--- config.mk ---
export PLATFORM = sky130hd
export DESIGN_NAME = flpa_alu
export DESIGN_NICKNAME = d
export VERILOG_FILES = /design/src/rtl/flpa_pkg.sv /design/src/rtl/flpa_alu.sv
export SDC_FILE = /design/constraint.sdc
export NUM_CORES = 1
export LEC_CHECK = 0
export BUFFER_PORTS_ARGS = -buffer_cell sky130_fd_sc_hd__buf_4
export CAP_MARGIN = 10
export CORE_UTILIZATION = 35
export CTS_CLUSTER_DIAMETER = 80
export DETAILED_ROUTE_END_ITERATION = 8
export GPL_ROUTABILITY_DRIVEN = 0
export PLACE_DENSITY = 0.5
export SLEW_MARGIN = 20
export SYNTH_ARGS = -nofsm -noshare
export SYNTH_HDL_FRONTEND = slang
export SYNTH_SLANG_ARGS = --single-unit
--- constraint.sdc ---
create_clock -name clk_i -period 6.8 [get_ports clk_i]
set_clock_uncertainty 0.1 [all_clocks]
set_input_delay 1.02 -clock clk_i [delete_from_list [all_inputs] [get_ports clk_i]]
set_output_delay 1.02 -clock clk_i [all_outputs]
set_load 0.01 [all_outputs]
--- src/rtl/flpa_pkg.sv ---
// ----------------------------------------------------------------------------
// flpa_pkg: shared types and constants of the free-list pool allocator
// Request and response layouts, function codes, configuration register
// indexes and the interface of the shared multiply/divide unit.
// ----------------------------------------------------------------------------
package flpa_pkg;

  // Field widths fixed by the request and response formats
  localparam int unsigned FUNC_W     = 2;
  localparam int unsigned ADDR_W     = 32;
  localparam int unsigned LIVE_W     = 11;
  localparam int unsigned BSIZE_W    = 16;
  localparam int unsigned BALIGN_W   = 8;
  localparam int unsigned CFG_IDX_W  = 2;
  localparam int unsigned CFG_DATA_W = 32;

  // Iteration counts of the shared unit
  localparam int unsigned MUL_STEPS = BSIZE_W;
  localparam int unsigned DIV_STEPS = ADDR_W;
  localparam int unsigned STEP_W    = 5;

  // Request function codes
  typedef enum logic [FUNC_W-1:0] {
    FUNC_ALLOC = 2'd0,
    FUNC_FREE  = 2'd1,
    FUNC_INIT  = 2'd2,
    FUNC_NOP   = 2'd3
  } func_e;

  // Configuration register indexes
  typedef enum logic [CFG_IDX_W-1:0] {
    CFG_BASE_ADDRESS = 2'd0,
    CFG_POOL_BYTES   = 2'd1,
    CFG_BLOCK_SIZE   = 2'd2,
    CFG_BLOCK_ALIGN  = 2'd3
  } cfg_idx_e;

  // Shared unit operation
  typedef enum logic {
    ALU_MUL = 1'b0,
    ALU_DIV = 1'b1
  } alu_mode_e;

  typedef struct packed {
    logic [FUNC_W-1:0] func;
    logic [ADDR_W-1:0] free_address;
  } req_t;

  typedef struct packed {
    logic              status;
    logic [ADDR_W-1:0] block_address;
    logic [ADDR_W-1:0] used_bytes;
    logic [LIVE_W-1:0] live_blocks;
  } rsp_t;

  typedef struct packed {
    logic               start;
    alu_mode_e          mode;
    logic [ADDR_W-1:0]  opa;
    logic [BSIZE_W-1:0] opb;
  } alu_req_t;

  typedef struct packed {
    logic              done;
    logic [ADDR_W-1:0] value;
  } alu_rsp_t;

endpackage

--- src/rtl/flpa_alu.sv ---
// ----------------------------------------------------------------------------
// flpa_alu: shared shift-add multiplier and restoring divider
// Multiplies a 32-bit operand by a 16-bit operand in 16 steps (low 32 bits
// kept), or divides a 32-bit dividend by a nonzero 16-bit divisor in 32
// steps. The result is valid in the cycle that done is high.
// ----------------------------------------------------------------------------
module flpa_alu (
  input  logic               clk_i,
  input  logic               rst_ni,
  input  flpa_pkg::alu_req_t req_i,
  output flpa_pkg::alu_rsp_t rsp_o
);
  import flpa_pkg::*;

  logic                run_q, run_d;
  logic                done_q, done_d;
  alu_mode_e           mode_q, mode_d;
  logic [STEP_W-1:0]   cnt_q, cnt_d;
  logic [ADDR_W-1:0]   acc_q, acc_d;
  logic [ADDR_W-1:0]   opa_q, opa_d;
  logic [BSIZE_W-1:0]  opb_q, opb_d;
  logic [BSIZE_W:0]    rem_q, rem_d;
  logic [BSIZE_W:0]    rem_sh;
  logic [BSIZE_W+1:0]  diff;

  // Partial remainder shifted by one dividend bit, and trial subtract
  assign rem_sh = {rem_q[BSIZE_W-1:0], acc_q[ADDR_W-1]};
  assign diff   = {1'b0, rem_sh} - {2'b00, opb_q};

  // Load on start, then step once per cycle
  always_comb begin
    run_d  = run_q;
    done_d = 1'b0;
    mode_d = mode_q;
    cnt_d  = cnt_q;
    acc_d  = acc_q;
    opa_d  = opa_q;
    opb_d  = opb_q;
    rem_d  = rem_q;
    if (req_i.start) begin
      run_d  = 1'b1;
      mode_d = req_i.mode;
      opb_d  = req_i.opb;
      rem_d  = '0;
      if (req_i.mode == ALU_DIV) begin
        cnt_d = STEP_W'(DIV_STEPS - 1);
        acc_d = req_i.opa;
      end else begin
        cnt_d = STEP_W'(MUL_STEPS - 1);
        acc_d = '0;
        opa_d = req_i.opa;
      end
    end else if (run_q) begin
      if (mode_q == ALU_DIV) begin
        if (!diff[BSIZE_W+1]) begin
          rem_d = diff[BSIZE_W:0];
          acc_d = {acc_q[ADDR_W-2:0], 1'b1};
        end else begin
          rem_d = rem_sh;
          acc_d = {acc_q[ADDR_W-2:0], 1'b0};
        end
      end else begin
        if (opb_q[0]) begin
          acc_d = acc_q + opa_q;
        end
        opa_d = {opa_q[ADDR_W-2:0], 1'b0};
        opb_d = {1'b0, opb_q[BSIZE_W-1:1]};
      end
      cnt_d = cnt_q - STEP_W'(1);
      if (cnt_q == '0) begin
        run_d  = 1'b0;
        done_d = 1'b1;
      end
    end
  end

  // Control state
  always_ff @(posedge clk_i or negedge rst_ni) begin
    if (!rst_ni) begin
      run_q  <= 1'b0;
      done_q <= 1'b0;
      mode_q <= ALU_MUL;
      cnt_q  <= '0;
    end else begin
      run_q  <= run_d;
      done_q <= done_d;
      mode_q <= mode_d;
      cnt_q  <= cnt_d;
    end
  end

  // Datapath
  always_ff @(posedge clk_i) begin
    acc_q <= acc_d;
    opa_q <= opa_d;
    opb_q <= opb_d;
    rem_q <= rem_d;
  end

  assign rsp_o.done  = done_q;
  assign rsp_o.value = acc_q;

  a_no_restart: assert property (@(posedge clk_i) disable iff (!rst_ni)
    req_i.start |-> !run_q)
    else $error("shared unit started while running");

  a_done_after_last: assert property (@(posedge clk_i) disable iff (!rst_ni)
    (run_q && !req_i.start && cnt_q == '0) |=> (done_q && !run_q))
    else $error("shared unit did not finish after last step");

  a_done_pulse: assert property (@(posedge clk_i) disable iff (!rst_ni)
    done_q |=> !done_q)
    else $error("done held longer than one cycle");

endmodule

# Yosys cells after proc, flatten, opt, wreduce, memory -nomap -nowiden

Index checks and enable logic that the tools add are counted.

$add $sub $neg: 3
Multipliers: 0
Div/mod/pow operators: 0
$lt $le $gt $ge: 0
Eq/ne operators: 2
Shift operators: 0
Mux-type cells: 23
Bitwise operators: 0
Reduce and logical (&&, ||, !) cells: 7

Operators by type and width:

| operator              | number |
|---|---|
| $mux W32              | 9 |
| $mux W16              | 4 |
| $add A32 B32 Y32      | 1 |
| $sub A17 B16 Y18      | 1 |
| $mux W5               | 3 |
| $mux W1               | 7 |
| $reduce_and A2 Y1     | 3 |
| $logic_not A5 Y1      | 1 |
| $sub A5 B1 Y5 const B | 1 |
| $ne A2 B2 Y1 const B  | 2 |
| $reduce_and A3 Y1     | 1 |
| $reduce_bool A3 Y1    | 1 |
| $reduce_bool A2 Y1    | 1 |

Register bits: 104
Bits in latches: 0
RAM bits: 0
Bits in read-only memories: 0
Input port bits: 52
Output and inout port bits: 33
Word-level logic and storage cells: 43
Memories kept: 0

# Logic depth before layout (Yosys ltp)

Gate-level depths: netlist (run 1).

Depth in word-level cells: 5
Depth in mapped cells: 10
Gate-level depth less buffers: 10

# Worst setup path after synthesis (run 1)

No wires, ideal clock.

Path kind: flip-flop to flip-flop
Start: register run_q
End: register opa_q[0] (enable)
Library setup time: 424 ps
Arrival time: 3,445 ps
Required time: 6,276 ps
Slack: 2,830 ps
Stages on the path, launching flop included: 5
Path buffers: 1
Period minus slack after synthesis: 3,970 ps
Cells stage by stage: dfrtp_1 > clkbuf_1 > inv_1 > o21ai_0 > nor2b_1

Cells in the longest elaborated chain, start to end: 2

RTL lines:

| what                                | line           | source |
|---|---|---|
| start, declared                     | flpa_alu.sv:15 | `logic run_q, run_d;` |
| start signal, assigned              | flpa_alu.sv:85 | `run_q <= run_d;` |
| $reduce_bool A2 Y1 (no source line) | --             |  |
| $reduce_and A3 Y1 (no source line)  | --             |  |
| end signal, assigned                | flpa_alu.sv:95 | `opa_q <= opa_d;` |
| end, declared                       | flpa_alu.sv:20 | `logic [ADDR_W-1:0] opa_q, opa_d;` |

No other way between the ends.
A chain may end at the register's enable or synchronous reset.

# Worst setup path in the final report (run 1)

Start: register acc_q[0]
End: register acc_q[26], data pin

Cells in the longest elaborated chain, start to end: 5

RTL lines:

| what                   | line           | source |
|---|---|---|
| start, declared        | flpa_alu.sv:19 | `logic [ADDR_W-1:0] acc_q, acc_d;` |
| start signal, assigned | flpa_alu.sv:94 | `acc_q <= acc_d;` |
| $add A32 B32 Y32       | flpa_alu.sv:64 | `acc_d = acc_q + opa_q;` |
| $mux W32               | flpa_alu.sv:63 | `if (opb_q[0]) begin` |
| $mux W32               | flpa_alu.sv:54 | `if (mode_q == ALU_DIV) begin` |
| $mux W32               | flpa_alu.sv:53 | `end else if (run_q) begin` |
| $mux W32               | flpa_alu.sv:40 | `if (req_i.start) begin` |
| via acc_d[26]          | flpa_alu.sv:19 |  |

The timed path passes the listed nets, and every way through them passes these cells. The select of a mux whose other input is x is not followed.

==> results of run 1 <==
-- power by group through the flow --
stage / registers, mW / clock network [mW] / logic (mW)
after global placement: 0.956 / 0 / 1.30
after global routing: 0.960 / 0.561 / 1.47
final: 0.941 / 0.520 / 1.32
after CTS: 0.945 / 0.541 / 1.32
after detailed placement: 0.958 / 0 / 1.31
after floorplan: 0.951 / 0 / 0.933
-- area by class of cell --
class / instances / area (µm²) / share of cell area (%)
clock inverters: 6 / 42.5 / 0.509
multi-input cells: 585 / 4010 / 48.0
well taps: 270 / 338 / 4.04
flip-flops and latches: 104 / 2920 / 35.0
clock buffers: 10 / 250 / 3.00
repair buffers: 90 / 676 / 8.09
inverters: 30 / 113 / 1.35
-- path summary, 6_finish.rpt --
check	to	cells after the start	slack (ns)
max	acc_q[26]	9	3.72
min	mode_q	1	0.37
max reg2reg	acc_q[26]	9	3.72
min reg2reg	rem_q[9]	2	0.39
max in group asynchronous	cnt_q[2]	1	6.10
min in group clk_i	rem_q[9]	2	0.39
-- per-layer routing --
metal | vias to the layer above | global-route usage, % | wire [µm]
met5 | - | 0 | 0
met4 | 0 | 6.58 | 355
met3 | 26 | 3.35 | 654
met2 | 142 | 30.6 | 9040
met1 | 2841 | 23.2 | 8640
li1 | 2966 | - | -
-- stage by stage --
stage | hold WS, ns | total power [mW]
6_report | 0.370 | 2.79
5_1_grt | 0.368 | 2.99
4_1_cts | 0.361 | 2.81
3_5_place_dp | 0.378 | 2.27
3_3_place_gp | 0.375 | 2.26
2_1_floorplan | 0.353 | 1.88
-- placed cells by master, fill, tap and decap left out, types with 20 or more instances in the layout --
| master | instances |
|---|---|
| sky130_fd_sc_hd__ha_1 | 49 |
| sky130_fd_sc_hd__mux2_2 | 31 |
| sky130_fd_sc_hd__o21ai_0 | 76 |
| sky130_fd_sc_hd__buf_4 | 90 |
| sky130_fd_sc_hd__nor2_1 | 39 |
| sky130_fd_sc_hd__xor2_1 | 20 |
| sky130_fd_sc_hd__nand2_1 | 77 |
| sky130_fd_sc_hd__a21oi_1 | 64 |
| sky130_fd_sc_hd__inv_1 | 30 |
| sky130_fd_sc_hd__edfxtp_1 | 80 |
-- logic make-up after synthesis --
logic type	Yosys count
mux	46
xor+xnor	36
compound gates	250
simple gates	202
fa+ha+maj	51
flops	104
buf+inv	72
-- critical path: stages (launching register included) --
cell and delay (ns):
sky130_fd_sc_hd__edfxtp_1 0.42, sky130_fd_sc_hd__ha_1 0.25, sky130_fd_sc_hd__fa_1 0.41, sky130_fd_sc_hd__a21oi_1 0.24, sky130_fd_sc_hd__o21ai_0 0.18, sky130_fd_sc_hd__a211oi_2 0.45, sky130_fd_sc_hd__o21ai_2 0.19, sky130_fd_sc_hd__a41oi_1 0.30
sky130_fd_sc_hd__xor2_1 0.16, sky130_fd_sc_hd__o21ai_0 0.10
-- state kept, by name, indices dropped and copies added, names as in the netlist --
register  flops
done_q        1
opb_q        16
run_q         1
rem_q        16
acc_q        32
mode_q        1
cnt_q         5
opa_q        32
==> results.txt, run 1 <==
The run finished with clean final reports. For the count of endpoints failing hold in the final timing report, the log shows 0. CTS built an H-tree with a depth of 3. Detailed placement finished with a half-perimeter wire length of 13.4 mm. The run gives 18.7% as the clock network fraction of design power.

STA puts the critical path data arrival time at 3.06 ns. In the routed design, unresolved DRC markers number 0. The path class of the tightest hold or removal check is input port to asynchronous set/reset pin. The number of antenna violations at the first check in global routing is 0, and the fraction of power consumed by combinational cells is 47.5%.

TritonCTS built the clock tree. The power spent charging and discharging nets is 1.12 mW, and the count of fill cells added during filler insertion is 1977. The most common cell in the synthesized netlist is sky130_fd_sc_hd__edfxtp_1. The final route contains 5975 vias. The tools report the number of nets with antenna violations after detailed routing as 0. In this run switching power makes up 40.2% of total power.

For the number of antenna diodes, the log shows 0. The floorplan has 52 rows. In this run, CTS created clock tree buffers numbering 9. The internal portion of the total power is 1.67 mW. Before antenna repair, the detailed router went through 5 iterations.

For the power share of the sequential group, the log shows 33.8%. The number of gates resized after CTS was 0. The clock passes through at most 2 buffers.

The first global-routing pass estimated 30.8 mm of wire. In the global route stage, overall resource usage came out at 18.1%. The number of top-level pins was 85. Setup repair after global routing left no endpoint under its margin.

The run gives 0 as the total count of max-transition violations in the final report. For this configuration, the core starts out at a cell density of 35.7%. The kind of critical path was flip-flop to flip-flop. The pin count of the biggest net entering global routing is 52.

In this run the power density over the cells is 333 nW/µm². For the final net count, the log shows 923. The cell at the root of the clock tree is sky130_fd_sc_hd__clkbuf_16. The logs give 294 for the starting DRC count in detailed routing and 0 ns for the setup TNS.

In this run the vertical extent of the chip is 146 µm. Summing every instance area after synthesis gives 7210 µm². Summing the areas of all compound-gate instances in the mapped netlist gives 21.7% of the synthesized area. The total area inside the core boundary comes to 20200 µm². Measured on the finished design, the core utilization comes to 41.3%. In the post-synthesis netlist, the biggest area contributors are sky130_fd_sc_hd__edfxtp_1, sky130_fd_sc_hd__ha_1, sky130_fd_sc_hd__o21ai_0. Along the worst path, the maximum fanout reaches 5. Buffers inserted to repair hold after CTS numbered 0. Yosys mapped a number of flops with a built-in enable equal to 80. At the later pin of the worst-skew pair, clock insertion delay measures 0.36 ns. The final layout contains routed wiring with a total length of 18.7 mm. By count the netlist is led by sky130_fd_sc_hd__edfxtp_1, sky130_fd_sc_hd__nand2_1, sky130_fd_sc_hd__o21ai_0. The finished layout cell area was 8350 µm².

After clock tree synthesis, the clock-pin slew on the worst setup and hold paths is 0.07 ns. Buffers placed on the I/O ports in this run total 84. STA classifies the critical path startpoint as a flip-flop. The die covers 21200 µm².

For this run, asynchronously set or reset flops after synthesis account for 7.69%. After detailed placement, the design holds a cell count of 1079. IR analysis of the VDD net gives a maximum drop of 0.140 mV.

The post-placement setup slack was 3.36 ns. The portion of synthesized area spent on multiplexers is 6.92%. Once routing completed, OpenROAD measured the worst setup slack at 3.72 ns. The tools report the category of the worst setup path capture point as a flip-flop.

The number of global-route vias before repair came out at 6110. The final clock period utilization by the worst path was 45.3%; the max capacitance violation total was 0. Number of sinks on the clock net: 104.

Compared with the post-synthesis result, the final layout area differs by 15.8%. After the flow finishes, the layout carries non-filler instances totaling 1095. Cells with a size suffix above 1 make up 18.5% of the layout. The highest clock frequency the design can meet was 325 MHz. The source of the worst register-to-register timing path was acc_q[0]. The share of the Yosys chip area taken by registers is 40.5%.

The total congestion overflow is 0. Dominant combinational cell family by area after synthesis: compound AO/OA/AOI/OAI gates. Leakage power: 3.42 nW. The required time at the endpoint of the critical path is 6.78 ns, and the final critical delay including setup and external delays is 3.08 ns. The area share of the leading cell type in the synthesized netlist is 33.3%, and the setup fix buffers added after clock tree synthesis is 0. The die width came out at 146 µm. The warning count from the yosys run is 0, and the pin slew with the least headroom to its limit is 1.06 ns. The average wire per cell in the routed design is 17.1 µm. Setup violations remaining at the end of the flow were counted as 0. The synthesized design spends more area on one cell type than any other, namely sky130_fd_sc_hd__edfxtp_1. Summing the areas of all xor and xnor instances in the mapped netlist gives 4.37% of the synthesized area. Using the TritonRoute via totals, the vias-per-cell ratio works out to 5.46. Measured against its own limit, the worst slew margin works out to 28.9%. The mean instance size in the synthesized netlist was 9.48 µm².

The synthesized instance count was 761; the flip-flop and latch count after synthesis was 104. The instance area at placement is 8060 µm², and the unique cell type count in the Yosys netlist is 70. Summing the areas of all fa, ha and maj instances in the mapped netlist gives 9.05% of the synthesized area. Synthesis produced a netlist with a net count of 864.

The tools report the startpoint of the worst setup timing path as acc_q[0]. Summing the areas of all and, or, nand and nor instances in the mapped netlist gives 13.4% of the synthesized area. For this run, the leading register cell type out of synthesis is sky130_fd_sc_hd__edfxtp_1.
(Power assumes the default switching activity.)
==> inputs of run 2 (changes only) <==
==> constraint.sdc (replaced) <==
create_clock -name clk_i -period 3.1 [get_ports clk_i]
set_clock_uncertainty 0.1 [all_clocks]
set_input_delay 0.465 -clock clk_i [delete_from_list [all_inputs] [get_ports clk_i]]
set_output_delay 0.465 -clock clk_i [all_outputs]
set_load 0.01 [all_outputs]
==> results.txt, run 2 (synthesis gave the netlist of run 1 again) <==
The number of vias in the routed layout is 6060 (was 5975). The run gives 9 (unchanged) as the clock buffer count from CTS. The number of buffers added to fix hold violations after cts was 1 (was 0); the routing usage on met2 was 32.0% (was 30.6%). The run gives 2.91 ns (was 3.06 ns) as the arrival time of the worst setup path. The count of standard-cell rows was 52 (unchanged); the CTS H-tree depth was 3 (unchanged). The total count of max-transition violations in the final report was 0 (unchanged); the number of buffers inserted by port buffering was 84 (unchanged). The ratio of routed vias to standard cells was 5.47 (was 5.46); the clock latency reported for the late side of the worst-skew pair was 0.36 ns (about the same). Number of top-level pins: 85 (unchanged).

Highest-count cells in the layout ignoring fill and taps: sky130_fd_sc_hd__buf_4, sky130_fd_sc_hd__edfxtp_1, sky130_fd_sc_hd__nand2_1 (unchanged). The maximum net fanout on the critical path is 4 (was 5), and the worst-case clock buffer depth is 2 (unchanged). The final setup violation count is 0 (unchanged). The run finished with clean final reports. The most frequent standard cell in the layout excluding fill and tap cells was sky130_fd_sc_hd__buf_4 (unchanged).

The path type of the worst min-delay path is input port to flip-flop (was input port to asynchronous set/reset pin). The run gives 18.2% (was 18.1%) as the combined global-route utilization of all metal layers. The stage delay of the slowest cell on the critical path was 0.43 ns (was 0.45 ns). The met3 usage is 2.35% (was 3.35%). The finished layout cell area is 8420 µm² (was 8350 µm²).

The run gives 344 MHz (was 325 MHz) as the highest clock frequency the design can meet. The cell at the root of the clock tree is sky130_fd_sc_hd__clkbuf_16 (unchanged). The number of gates given a new drive strength after cts was 0 (unchanged); the final critical delay including setup and external delays was 2.90 ns (was 3.08 ns). The run gives 8130 µm² (was 8060 µm²) as the instance area at placement.

The fraction of power consumed by combinational cells is 48.5% (was 47.5%), and the average wire per cell in the routed design is 17.0 µm (was 17.1 µm). Setup repair after global routing left no endpoint under its margin. The worst-case headroom to the max-slew limit was 42.7% (was 28.9%).

The tools report the number of antenna violations at the first check in global routing as 0 (unchanged). CTS clock-pin slew for the worst setup and hold paths: 0.07 ns (about the same). For the number of nets with antenna violations after detailed routing, the log shows 0 (unchanged). Cells along the critical path: ha_1 -> fa_1 -> a21oi_1 -> o21ai_0 -> a211oi_2 -> buf_4 -> o21bai_1 -> a21oi_1 -> xor2_1 -> o21ai_0 (was ha_1 -> fa_1 -> a21oi_1 -> o21ai_0 -> a211oi_2 -> o21ai_2 -> a41oi_1 -> xor2_1 -> o21ai_0). The logs give 35.7% (unchanged) for the initial core utilization and 31.3 mm (was 30.8 mm) for the global-route wire length before repair. The power share of the sequential group was 33.7% (was 33.8%).

The highest-delay cell along the critical path is sky130_fd_sc_hd__edfxtp_1 (was sky130_fd_sc_hd__a211oi_2). The pin slew with the least headroom to its limit is 0.860 ns (was 1.06 ns). The logs give 0 (unchanged) for the number of antenna diodes and 0.316 mV (was 0.140 mV) for the maximum resistive drop on vdd.

The count of endpoints failing hold in the final timing report is 0 (unchanged). The DRC violation count after routing is 0 (unchanged), and the total power is 6.08 mW (was 2.79 mW). Clock network fraction of design power: 17.8% (was 18.7%). The starting DRC count in detailed routing was 304 (was 294). The die span in y works out to 146 µm (unchanged).

Leakage power: 3.46 nW (was 3.42 nW). The type of element launching the critical path was a flip-flop (unchanged). The category of the worst setup path capture point is a flip-flop (unchanged).

The final clock period utilization by the worst path works out to 93.7% (was 45.3%). The number of sinks on the clock net is 104 (unchanged), and the share of final-layout standard cells stronger than drive strength 1 is 19.4% (was 18.5%). The run gives 0 (unchanged) as the total congestion overflow. The pin count of the biggest net entering global routing is 52 (unchanged), and the total power divided by cell area is 722 nW/µm² (was 333 nW/µm²). The number of detailed-routing iterations run before antenna repair came out at 5 (unchanged). Die width: 146 µm (unchanged).

The met1 usage came out at 23.2% (about the same). Area of the core: 20200 µm² (unchanged). The run gives 21200 µm² (unchanged) as the die area.

The setup TNS was 0 ns (unchanged); the switching power share of the total was 40.1% (was 40.2%). The tools report the required time at the endpoint of the critical path as 3.11 ns (was 6.78 ns). Internal power of the cells: 3.64 mW (was 1.67 mW). TritonCTS built the clock tree. The run gives 6155 (was 6110) as the number of global-route vias before repair. The final wirelength is 18.8 mm (was 18.7 mm), and the post-DP HPWL is 13.7 mm (was 13.4 mm). The layout-stage area growth over the synthesis result was 16.8% (was 15.8%); the final net count was 935 (was 923). Kind of critical path: flip-flop to flip-flop (unchanged). The logs give 2.44 mW (was 1.12 mW) for the power spent charging and discharging nets and 0 (unchanged) for the max capacitance violation total.

Most congested layer reported by global routing: met2 (unchanged). Registers with the most flip-flops: acc_q x32, opa_q x32 (unchanged). The tools report the setup fix buffers added after clock tree synthesis as 0 (unchanged).
-- run 2: final timing paths --
path / slack (ns) / depth (start not counted) / start / endpoint
max reg2reg: 0.20 / 10 / acc_q[0] / acc_q[24]
min reg2reg: 0.39 / 2 / rem_q[9] / rem_q[9]
min in group asynchronous: 0.36 / 2 / rst_ni / cnt_q[1]
min: 0.29 / 3 / req_i[10] / opb_q[10]
max: 0.20 / 10 / acc_q[0] / acc_q[24]
max in group asynchronous: 2.42 / 2 / rst_ni / cnt_q[4]
-- run 2: power by group through the flow --
| stage | clock network [mW] | logic, mW | registers, mW |
|---|---|---|---|
| final | 1.08 | 2.95 | 2.05 |
| after global routing | 1.17 | 3.30 | 2.08 |
| after CTS | 1.12 | 2.95 | 2.05 |
| after detailed placement | 0 | 2.92 | 2.08 |
| after global placement | 0 | 2.92 | 2.07 |
| after floorplan | 0 | 2.05 | 2.09 |
-- run 2: worst max-delay path, delay by kind of cell (launching register included) --
| kind | cells | cell delay [ns] |
|---|---|---|
| flip-flops | 1 | 0.43 |
| adder cells (fa/ha/maj) | 2 | 0.67 |
| XOR/XNOR | 1 | 0.17 |
| AO/OA/AOI/OAI | 6 | 1.10 |
| buffers and inverters | 1 | 0.18 |
-- run 2: per-layer routing --
metal | part of all wire, % | vias up | wire, µm
met1 | 46 | 2927 | 8640
met3 | 3.3 | 17 | 624
met2 | 49 | 128 | 9270
met5 | 0 | - | 0
li1 | - | 2988 | -
met4 | 1.5 | 0 | 278
-- run 2: area by class of cell --
| type | count | area [µm²] |
|---|---|---|
| clock buffers | 11 | 233 |
| clock inverters | 5 | 32.5 |
| repair buffers | 102 | 781 |
| multi-input cells | 585 | 4010 |
| fillers | 2014 | 11800 |
| inverters | 30 | 113 |
| flip-flops and latches | 104 | 2920 |
| well taps | 270 | 338 |
-- run 2: per-stage QoR --
stage / setup slack (ns) / hold WS, ns / instances / util, %
after detailed placement: 0.240 / 0.186 / 1089 / 40.2
final: 0.197 / 0.286 / 1107 / 41.6
after global routing: 0.0324 / 0.291 / 1107 / 41.6
after global placement: 0.287 / 0.186 / 1089 / 40.2
after CTS: 0.213 / 0.268 / 1106 / 41.5
after floorplan: 0.106 / 0.0694 / 761 / -
==> inputs of run 3 (changes only) <==
--- a/config.mk
+++ b/config.mk
@@ -7,11 +7,13 @@
 export LEC_CHECK = 0
 export BUFFER_PORTS_ARGS = -buffer_cell sky130_fd_sc_hd__buf_4
 export CAP_MARGIN = 10
+export CELL_PAD_IN_SITES_DETAIL_PLACEMENT = 1
+export CELL_PAD_IN_SITES_GLOBAL_PLACEMENT = 2
 export CORE_UTILIZATION = 35
 export CTS_CLUSTER_DIAMETER = 80
 export DETAILED_ROUTE_END_ITERATION = 8
 export GPL_ROUTABILITY_DRIVEN = 0
-export PLACE_DENSITY = 0.5
+export PLACE_DENSITY = 0.75
 export SLEW_MARGIN = 20
 export SYNTH_ARGS = -nofsm -noshare
 export SYNTH_HDL_FRONTEND = slang
==> results.txt, run 3 (synthesis gave the netlist of run 1 again) <==
The run gives 0.142 ns (was 0.240 ns) as the post-placement setup slack. For the number of global-route vias before repair, the log shows 6642 (was 6155). The die area came out at 21200 µm² (unchanged).

The worst-case clock buffer depth is 2 (unchanged). The number of buffers inserted by port buffering is 84 (unchanged). The die span in y is 146 µm (unchanged).

The worst setup margin came out at 0.223 ns (was 0.197 ns). The max capacitance violation total came out at 0 (unchanged). The run gives 0 ns (unchanged) as the setup TNS.

The highest clock frequency the design can meet was 348 MHz (was 344 MHz); the maximum resistive drop on vdd was 0.270 mV (was 0.316 mV). The pin count of the biggest net entering global routing came out at 38 (was 52). The tools report the type of element launching the critical path as a flip-flop (unchanged). The tools report the cell at the root of the clock tree as sky130_fd_sc_hd__clkbuf_16 (unchanged). For the final setup violation count, the log shows 0 (unchanged). Highest-delay cell along the critical path: sky130_fd_sc_hd__edfxtp_1 (unchanged). The final wirelength was 21.0 mm (was 18.8 mm). The clock buffer count from CTS is 9 (unchanged). The source of the worst register-to-register timing path is acc_q[0] (unchanged). The stage delay of the slowest cell on the critical path works out to 0.42 ns (was 0.43 ns). The run gives 35.0 mm (was 31.3 mm) as the global-route wire length before repair. The ratio of routed vias to standard cells works out to 5.50 (was 5.47). Number of nets with antenna violations after detailed routing: 0 (unchanged). The layout-stage area growth over the synthesis result was 18.0% (was 16.8%).

The final net count was 942 (was 935). The count of standard-cell rows is 52 (unchanged), and the smallest hold slack is 0.282 ns (was 0.286 ns). The leakage power is 3.52 nW (was 3.46 nW), and the average wire per cell in the routed design is 18.9 µm (was 17.0 µm).

The die width works out to 146 µm (unchanged). Number of top-level pins: 85 (unchanged). Number of stages on the worst hold path: 3 (unchanged). The number of cells in the design after placement is 1097 (was 1089). Setup repair after global routing left no endpoint under its margin.

The share of final-layout standard cells stronger than drive strength 1 is 20.3% (was 19.4%). Cells along the critical path: ha_1 -> fa_1 -> a21oi_1 -> o21ai_0 -> a211oi_2 -> buf_4 -> o21bai_1 -> a21oi_1 -> xor2_1 -> o21ai_0 (unchanged). TritonCTS built the clock tree. The logs give 6.28 mW (was 6.08 mW) for the total power and 0.36 ns (about the same) for the clock latency reported for the late side of the worst-skew pair. Post-DP HPWL: 15.8 mm (was 13.7 mm).

The run gives 3.10 ns (was 3.11 ns) as the required time at the endpoint of the critical path. Most frequent standard cell in the layout excluding fill and tap cells: sky130_fd_sc_hd__buf_4 (unchanged). The category of the worst setup path capture point is a flip-flop (unchanged).

The number of antenna violations at the first check in global routing is 0 (unchanged). The number of antenna diodes came out at 0 (unchanged). The number of detailed-routing iterations run before antenna repair is 4 (was 5). The run gives 49.0% (was 42.7%) as the worst-case headroom to the max-slew limit. The beginning of the worst hold path is req_i[6] (was req_i[10]).

Highest-count cells in the layout ignoring fill and taps: sky130_fd_sc_hd__buf_4, sky130_fd_sc_hd__edfxtp_1, sky130_fd_sc_hd__nand2_1 (unchanged). The tools report the post-layout instance count excluding filler cells as 1114 (was 1107). The tools report the worst reg2reg path endpoint as acc_q[24] (unchanged). For the slack of the worst reg-to-reg path, the log shows 0.22 ns (was 0.20 ns). The arrival time of the worst setup path is 2.88 ns (was 2.91 ns).

Hold path endpoint: opb_q[6] (was opb_q[10]). The path type of the worst min-delay path was input port to flip-flop (unchanged). The run gives 8200 µm² (was 8130 µm²) as the instance area at placement. The number of sinks on the clock net was 104 (unchanged); the final clock period utilization by the worst path was 92.8% (was 93.7%). The run gives 3 (unchanged) as the CTS H-tree depth. The maximum net fanout on the critical path came out at 4 (unchanged). The total power divided by cell area came out at 738 nW/µm² (was 722 nW/µm²).

The starting DRC count in detailed routing is 280 (was 304), and the setup fix buffers added after clock tree synthesis is 0 (unchanged). The initial core utilization was 35.7% (unchanged). The CTS clock-pin slew for the worst setup and hold paths was 0.08 ns (was 0.07 ns).

The count of cells along the worst register-to-register path is 10 (unchanged), and the pin slew with the least headroom to its limit is 0.765 ns (was 0.860 ns). The tools report the total count of max-transition violations in the final report as 0 (unchanged). The run finished with clean final reports. The tools report the finished layout cell area as 8510 µm² (was 8420 µm²).

The logs give 0 (unchanged) for the total congestion overflow and 0 (unchanged) for the DRC violation count after routing. Registers with the most flip-flops: acc_q x32, opa_q x32 (unchanged). The number of vias in the routed layout was 6132 (was 6060); the combined global-route utilization of all metal layers was 20.6% (was 18.2%). The fraction of the core area covered by cells at the end of the flow is 42.1% (was 41.6%), and the final critical delay including setup and external delays is 2.88 ns (was 2.90 ns).

The logs give 0 (unchanged) for the count of endpoints failing hold in the final timing report and 20200 µm² (unchanged) for the area of the core. The kind of critical path is flip-flop to flip-flop (unchanged).
==> run 3: cell count changes in the layout (fill, tap and decap cells not counted) <==
cell                         previous run  this run
sky130_fd_sc_hd__clkbuf_16              9        10
sky130_fd_sc_hd__clkinv_1               1         0
sky130_fd_sc_hd__clkinvlp_4             2         0
sky130_fd_sc_hd__buf_4                100       107
sky130_fd_sc_hd__inv_6                  1         2
sky130_fd_sc_hd__o31ai_2                0         1
sky130_fd_sc_hd__clkbuf_8               0         1
sky130_fd_sc_hd__o31ai_1                6         5
==> run 3: worst max-delay path, delay by kind of cell (launching register included) <==
family | cells | cell delay (ns)
buffers and inverters | 1 | 0.18
AOI/OAI and AO/OA | 6 | 1.08
xor gates and xnor gates | 1 | 0.18
DFF | 1 | 0.42
adders and majority gates | 2 | 0.66
==> run 3: cell type report <==
| type | instances | area (µm²) |
|---|---|---|
| Fill cell | 2310 | 11700 |
| Multi-Input combinational cell | 585 | 4010 |
| Tap cell | 270 | 338 |
| Clock inverter | 3 | 22.5 |
| Timing Repair Buffer | 109 | 833 |
| Inverter | 30 | 113 |
| Sequential cell | 104 | 2920 |
| Clock buffer | 13 | 272 |
==> run 3: power by group <==
group | switching (mW) | leakage [nW] | internal [mW]
clock | 0.543 | 0.146 | 0.623
combinational | 1.77 | 2.32 | 1.29
sequential | 0.220 | 1.06 | 1.84
==> run 3: repair_timing <==
action / in CTS / in global routing
hold buffers: 1 / 0
endpoints found under the setup margin: 0 / 1
resized for setup: 0 / 1
endpoints found under the hold margin: 8 / 0
==> run 3: worst max-delay path by stage <==
| stage | start | to | slack (ns) | depth (start not counted) |
|---|---|---|---|---|
| after global placement | acc_q[0] | acc_q[24] | 0.27 | 10 |
| after floorplan | run_q | opa_q[0] | 0.11 | 4 |
| after global routing | acc_q[4] | acc_q[25] | 0.02 | 9 |
| after detailed placement | acc_q[10] | acc_q[28] | 0.14 | 9 |
| final | acc_q[0] | acc_q[24] | 0.22 | 10 |
| after CTS | acc_q[10] | acc_q[28] | 0.11 | 9 |
==> run 3: per-layer routing <==
| metal | track usage [%] | part of all wire (%) | up-vias |
|---|---|---|---|
| met4 | 5.63 | 1.6 | 0 |
| met3 | 3.26 | 3.7 | 24 |
| met2 | 36.2 | 50 | 113 |
| met5 | 0 | 0 | - |
| li1 | - | - | 2996 |
| met1 | 26.2 | 45 | 2999 |
